File: src/rtl/core/fssa_pkg.sv
// Shared types and constants for the fixed-size slot allocator.
// Holds field widths, result status codes, register map and the
// controller/datapath command and status bundles. No dependencies.
package fssa_pkg;

  // Field widths of the item channels.
  localparam int ADDR_W   = 32;
  localparam int PAGE_W   = 20;
  localparam int STATUS_W = 3;
  localparam int CNT_W    = 9;

  // Configuration port and register map.
  localparam int CFG_DATA_W = 32;
  localparam int CFG_ADDR_W = 2;
  localparam int SIZE_W     = 4;
  localparam logic [CFG_ADDR_W-1:0] ADDR_SLOT_SIZE_LOG2 = 2'd0;
  localparam logic [SIZE_W-1:0]     SIZE_LOG2_RESET     = 4'd4;
  localparam logic [4:0]            SIZE_LOG2_MIN       = 5'd4;

  // Result status codes.
  typedef enum logic [STATUS_W-1:0] {
    ST_OK           = 3'd0,
    ST_EMPTY        = 3'd1,
    ST_MISALIGNED   = 3'd2,
    ST_NONE_ALLOC   = 3'd3,
    ST_NOT_FOUND    = 3'd4,
    ST_ALREADY_FREE = 3'd5
  } fssa_status_t;

  // Commands from the controller to the datapath.
  typedef struct packed {
    logic load_in;
    logic clr_step;
    logic top_latch;
    logic chk_latch;
    logic walk_start;
    logic walk_step;
    logic commit_alloc;
    logic commit_free;
  } fssa_cmd_t;

  // Status from the datapath to the controller.
  typedef struct packed {
    logic clr_done;
    logic chk_fail;
    logic walk_done;
    logic walk_found;
    logic out_free;
  } fssa_sts_t;

endpackage

File: src/rtl/core/fssa_ctrl.sv
// Sequencing state machine of the slot allocator.
// Depends on fssa_pkg for the command and status bundles.
module fssa_ctrl
  import fssa_pkg::*;
(
  input  logic      clk,
  input  logic      rst_n,
  input  logic      in_valid,
  input  logic      in_func,
  output logic      in_ready,
  input  fssa_sts_t sts,
  output fssa_cmd_t cmd
);

  typedef enum logic [3:0] {
    S_CLR, S_IDLE, S_A_TOP, S_A_PT, S_A_FIN, S_F_CHK, S_F_WALK, S_F_USE, S_F_FIN
  } state_t;

  state_t state_r, state_nxt;

  // Next state and commands for the current state.
  always_comb begin
    state_nxt = state_r;
    cmd       = '0;
    in_ready  = 1'b0;
    unique case (state_r)
      S_CLR: begin
        cmd.clr_step = 1'b1;
        if (sts.clr_done) state_nxt = S_IDLE;
      end
      S_IDLE: begin
        in_ready = 1'b1;
        if (in_valid) begin
          cmd.load_in = 1'b1;
          state_nxt   = in_func ? S_F_CHK : S_A_TOP;
        end
      end
      S_A_TOP: begin
        cmd.top_latch = 1'b1;
        state_nxt     = S_A_PT;
      end
      S_A_PT: state_nxt = S_A_FIN;
      S_A_FIN: begin
        if (sts.out_free) begin
          cmd.commit_alloc = 1'b1;
          state_nxt        = S_IDLE;
        end
      end
      S_F_CHK: begin
        cmd.chk_latch = 1'b1;
        if (sts.chk_fail) begin
          state_nxt = S_F_FIN;
        end else begin
          cmd.walk_start = 1'b1;
          state_nxt      = S_F_WALK;
        end
      end
      S_F_WALK: begin
        cmd.walk_step = 1'b1;
        if (sts.walk_done) state_nxt = sts.walk_found ? S_F_USE : S_F_FIN;
      end
      S_F_USE: state_nxt = S_F_FIN;
      S_F_FIN: begin
        if (sts.out_free) begin
          cmd.commit_free = 1'b1;
          state_nxt       = S_IDLE;
        end
      end
      default: state_nxt = S_IDLE;
    endcase
  end

  // State register; reset starts the clearing pass.
  always_ff @(posedge clk) begin
    if (!rst_n) begin
      state_r <= S_CLR;
    end else begin
      state_r <= state_nxt;
    end
  end

endmodule

File: config.mk
export PLATFORM = sky130hd
export DESIGN_NAME = fssa_ctrl
export DESIGN_NICKNAME = d
export VERILOG_FILES = /design/src/rtl/core/fssa_pkg.sv /design/src/rtl/core/fssa_ctrl.sv
export SDC_FILE = /design/constraint.sdc
export NUM_CORES = 1
export LEC_CHECK = 0
export ABC_AREA = 1
export BUFFER_PORTS_ARGS = -buffer_cell sky130_fd_sc_hd__clkbuf_2
export CAP_MARGIN = 10
export CELL_PAD_IN_SITES_DETAIL_PLACEMENT = 1
export CELL_PAD_IN_SITES_GLOBAL_PLACEMENT = 1
export CORE_MARGIN = 4
export CORE_UTILIZATION = 26
export CTS_CLUSTER_DIAMETER = 200
export CTS_CLUSTER_SIZE = 12
export DETAILED_ROUTE_END_ITERATION = 7
export GPL_TIMING_DRIVEN = 0
export PLACE_DENSITY = 0.73
export RECOVER_POWER = 25
export SETUP_SLACK_MARGIN = 0.02
export SLEW_MARGIN = 20
export SYNTH_ARGS = -nofsm -noshare
export SYNTH_HDL_FRONTEND = slang
export SYNTH_SLANG_ARGS = --single-unit
File: constraint.sdc
create_clock -name clk -period 1.1 [get_ports clk]
set_input_delay 0.11 -clock clk [delete_from_list [all_inputs] [get_ports clk]]
set_output_delay 0.11 -clock clk [all_outputs]
set_load 0.02 [all_outputs]
# [After elaboration in Yosys (flattened, before gate mapping)]
# Index checks and enable logic that the tools add are counted.
[totals] input_bits=9 out_inout_bits=9 regBits=4 elab_cells=35
[classes] reduce_logical=3 eq_ne=12 muxes=19
[ops] operator="4-bit one-hot mux with 8 select lines" n=1
[ops] operator="4-bit two-way mux" n=6
[ops] operator="4-bit by 3-bit == test with 1-bit output, second input constant" n=4
[ops] operator="1-bit two-way mux" n=10
[ops] operator="4-bit by 2-bit == test with 1-bit output, second input constant" n=2
[ops] operator="2-bit inequality test, second input constant" n=3
[ops] operator="4-bit by 1-bit == test with 1-bit output, second input constant" n=1
[ops] operator="4-bit == test, second input constant" n=1
[ops] operator="4-bit zero test" n=1
[ops] operator="4-bit AND reduction" n=1
[ops] operator="3-bit two-way mux" n=1
[ops] operator="2-bit two-way mux" n=1
[ops] operator="2-bit by 1-bit inequality test with 1-bit output, second input constant" n=1
[ops] operator="2-bit OR reduction" n=1

# [Longest topological paths before layout]
[logic_depth] depth_word=4 mapped_depth=10 depth_no_buf=9

# [Worst setup path after synthesis]
# OpenSTA, ideal clock, no wires.
[synth_timing] path_kind="flip-flop to output port" startpoint="reg state_r[0]" endpoint="out cmd[7] in the netlist's numbering" arrival_ps=1213 stages_incl_launch_ff=3 n_path_buf=0 required_ps=990 slack_ps=-223 path_cell_list="dfxtp_1 inv_2 nor4_1"
[synth_rtl] item="start, declared" line_no="fssa_ctrl.sv:19" rtl="state_t state_r, state_nxt;"
[synth_rtl] item="start signal, assigned" line_no="fssa_ctrl.sv:78" rtl="state_r <= state_nxt;"
[synth_rtl] item="end, declared" line_no="fssa_ctrl.sv:12" rtl="output fssa_cmd_t cmd"

==> flow_summary.yaml <==
clock_tree:
  cts_root_buf: "clkbuf_4"
  cts_tree: "done"
  path_clk_slew_ns: 0.04
  cts_buffers: 3
  clockBufferDepth: 2
  clk_latency_ns: 0.24
  cts_hold_buf: 0
  cts_sinks: 4
  h-tree-depth: 1
logic_synthesis:
  synth.area.top_cells: "dfxtp_1 18%, nand2_1 15%, nor2_1 11%"
  ys_warn_count: 0
  synth_fp_nets: 83
  synthesis.area_um2: 437
  yosys_register_bits: 4
  synth_top_area_share: 0.183
  synthTopCellsByCount: "17 x nand2_1, 13 x nor2_1, 10 x inv_1, 8 x nand3_1"
  ys_async_sr_fraction: 0
  synth-edff-count: 0
  synth_top_area_cell: "dfxtp_1"
  synth_cells: 74
  syn_area_per_cell_um2: 5.90
  synth.most_common_cell: "nand2_1"
  synth_cell_types: 17
  synthFlopType: "dfxtp_1"
  seq_area_frac_synth: 0.183
detailed_routing:
  dr_total_vias: 565
  drc_errors: 0
  antenna_left: 0
  drt_pass1_iterations: 2
  dr.first_iter.drc_count: 4
  wl_per_cell_um: 14.2
  vias_per_cell: 4.91
  wl_mm: 1.63
critical_path:
  critPathKind: "reg -> out"
  arrival_ns: 1.18
  required_ns: 0.99
  reg2regPathDepth: 8
  r2r-start: "state_r[1]"
  crit_chain: "nor2_4, nand3_2, nor2_2, buf_6"
  r2r_slack_ns: -0.12
  path_max_fanout: 7
  worstReg2RegEnd: "state_r[2]"
  slowest_delay_ns: 0.38
  cp_top_family: "simple AND/OR/NAND/NOR gates"
  critPathSlowestCell: "dfxtp_4"
  worst-path-buf-inv: 1
  worst_setup_path_end_kind: "output pin"
  startpoint_type: "flip-flop"
job:
  maxCapViolCount: 0
finish:
  area_growth_pct: 77.1
  reg.largest.list: "state_r (4)"
  fill_cells: 197
  nets: 110
  drive_above_1_share: 0.616
  largest_register: "state_r"
  antenna_cells: 0
  largest_reg_flops: 4
die:
  rows: 14
  initial_core_util: 0.283
  core-area_um2: 1540
  fp.dieW_um: 49.0
  die-area_um2: 2400
  fp.dieH_um: 49.0
  io_pins: 18
timing:
  fin_crit_sh: 1.17
  fmax_mhz: 776
  hold_viol_final: 0
  whs_ns: 0.121
  fin_ws_ns: -0.188
  setup_viol: 13
  maxSlewHeadroom: 0.845
  finalMaxSlewViolations: 0
  fin_skew_ns: 0.00629
  min_period_ns: 1.29
  worst_pin_slew_ns: 0.230
  grt_setup_unrepaired: "true"
min_path:
  min_path_cells: 3
  min_from: "rst_n"
  hp-class: "in -> reg"
  holdPathEnd: "state_r[0]"
global_route:
  grt_pass1_vias: 561
  antenna_found_initial: 0
  grt_pass1_wl_mm: 2.60
  grt_max_degree: 8
  gr-total-overflow: 0
  grt.total_usage: 0.139
pwr:
  p_switching_mw: 0.947
  p_leak_nw: 0.386
  p_int_mw: 0.875
  p_seq_frac: 0.197
  power_density_nw_per_um2: 2360
  total_power_mw: 1.82
  combPwrFrac: 0.699
  ir_drop_uv: 1010
  netSwitchingFraction: 0.520
  p_clk_frac: 0.103
placement:
  routabilityCongestion: 0.756
  port_buffers: 17
  hpwl_mm: 1.12
status:
  violations: "setup timing"
  status: "complete, but fails checks"
-- per-stage QoR --
stage / setup slack [ns] / utilization / instance area [um2] / setup TNS, ns / cells
floorplan: -0.0141 / - / 467 / -0.0183 / 74
global placement: -0.105 / 0.371 / 572 / -0.403 / 107
detailed placement: -0.163 / 0.371 / 572 / -0.563 / 107
CTS: -0.196 / 0.483 / 744 / -2.02 / 115
global route: -0.242 / 0.502 / 773 / -2.56 / 115
finish: -0.188 / 0.502 / 773 / -1.68 / 115
-- worst register-to-register path, stage by stage, from the launching register on --
cell,delay (ns)
dfxtp_4,0.38
nor2_4,0.18
nand3_2,0.12
nand2_1,0.10
nand2_2,0.09
nand2_4,0.10
nand2_1,0.06
nand2_1,0.05
nor2_1,0.04
-- power by group through the flow --
stage	clock (mW)	combinational [mW]	sequential, mW
floorplan	0	0.819	0.264
global placement	0	1.03	0.274
detailed placement	0	1.06	0.277
CTS	0.203	1.27	0.317
global route	0.206	1.39	0.374
finish	0.188	1.27	0.360
-- logic make-up (layout without fill, tap and decap cells) --
| kind of cell | after synthesis | count (layout) | share of synthesized area |
|---|---|---|---|
| buf+inv | 14 | 39 | 0.138 |
| simple gates | 53 | 53 | 0.639 |
| flops | 4 | 4 | 0.183 |
| compound gates | 3 | 3 | 0.0401 |
-- routing by layer --
metal,vias up,part of all wire,global-route usage
met5,-,0,0
met4,0,0.021,0.0807
met3,5,0.025,0.0122
met2,10,0.54,0.243
met1,271,0.41,0.161
li1,279,-,-
-- area by class of cell --
cell class              instances  area, um2  share of cell area
multi-input cells              56        372               0.481
repair buffers                 23        203               0.262
flip-flops and latches          4       95.1               0.123
inverters                      13       61.3              0.0793
clock buffers                   3       22.5              0.0291
well taps                      16       20.0              0.0259
-- worst max path at each step --
| stage | slack (ns) | depth (start not counted) | start | endpoint |
|---|---|---|---|---|
| after CTS | -0.20 | 5 | state_r[2] | cmd[1] |
| after detailed placement | -0.16 | 7 | state_r[3] | state_r[2] |
| after global routing | -0.24 | 4 | state_r[1] | cmd[0] |
| final | -0.19 | 4 | state_r[1] | cmd[0] |
| after global placement | -0.11 | 9 | state_r[0] | state_r[0] |
| after floorplan | -0.01 | 6 | state_r[0] | state_r[0] |
-- layout by cell type (no fill, tap or decap), types with 4 or more instances in the layout --
cell type,Yosys,routed
nand2_2,4,6
nor2_2,3,4
buf_4,0,6
dfxtp_4,0,4
nor2_4,4,7
nor2_1,13,9
inv_1,10,6
nand3_1,8,6
nand2_1,17,14
buf_6,1,4
clkbuf_2,0,8
-- timing repair --
action                                  in CTS  in global routing
gates cloned                                 0                  0
setup buffers                                5                  1
endpoints found under the setup margin      13                 13
resized for setup                           34                 17
pin swaps                                    5                  6
Power figures use the tool's default switching activity.
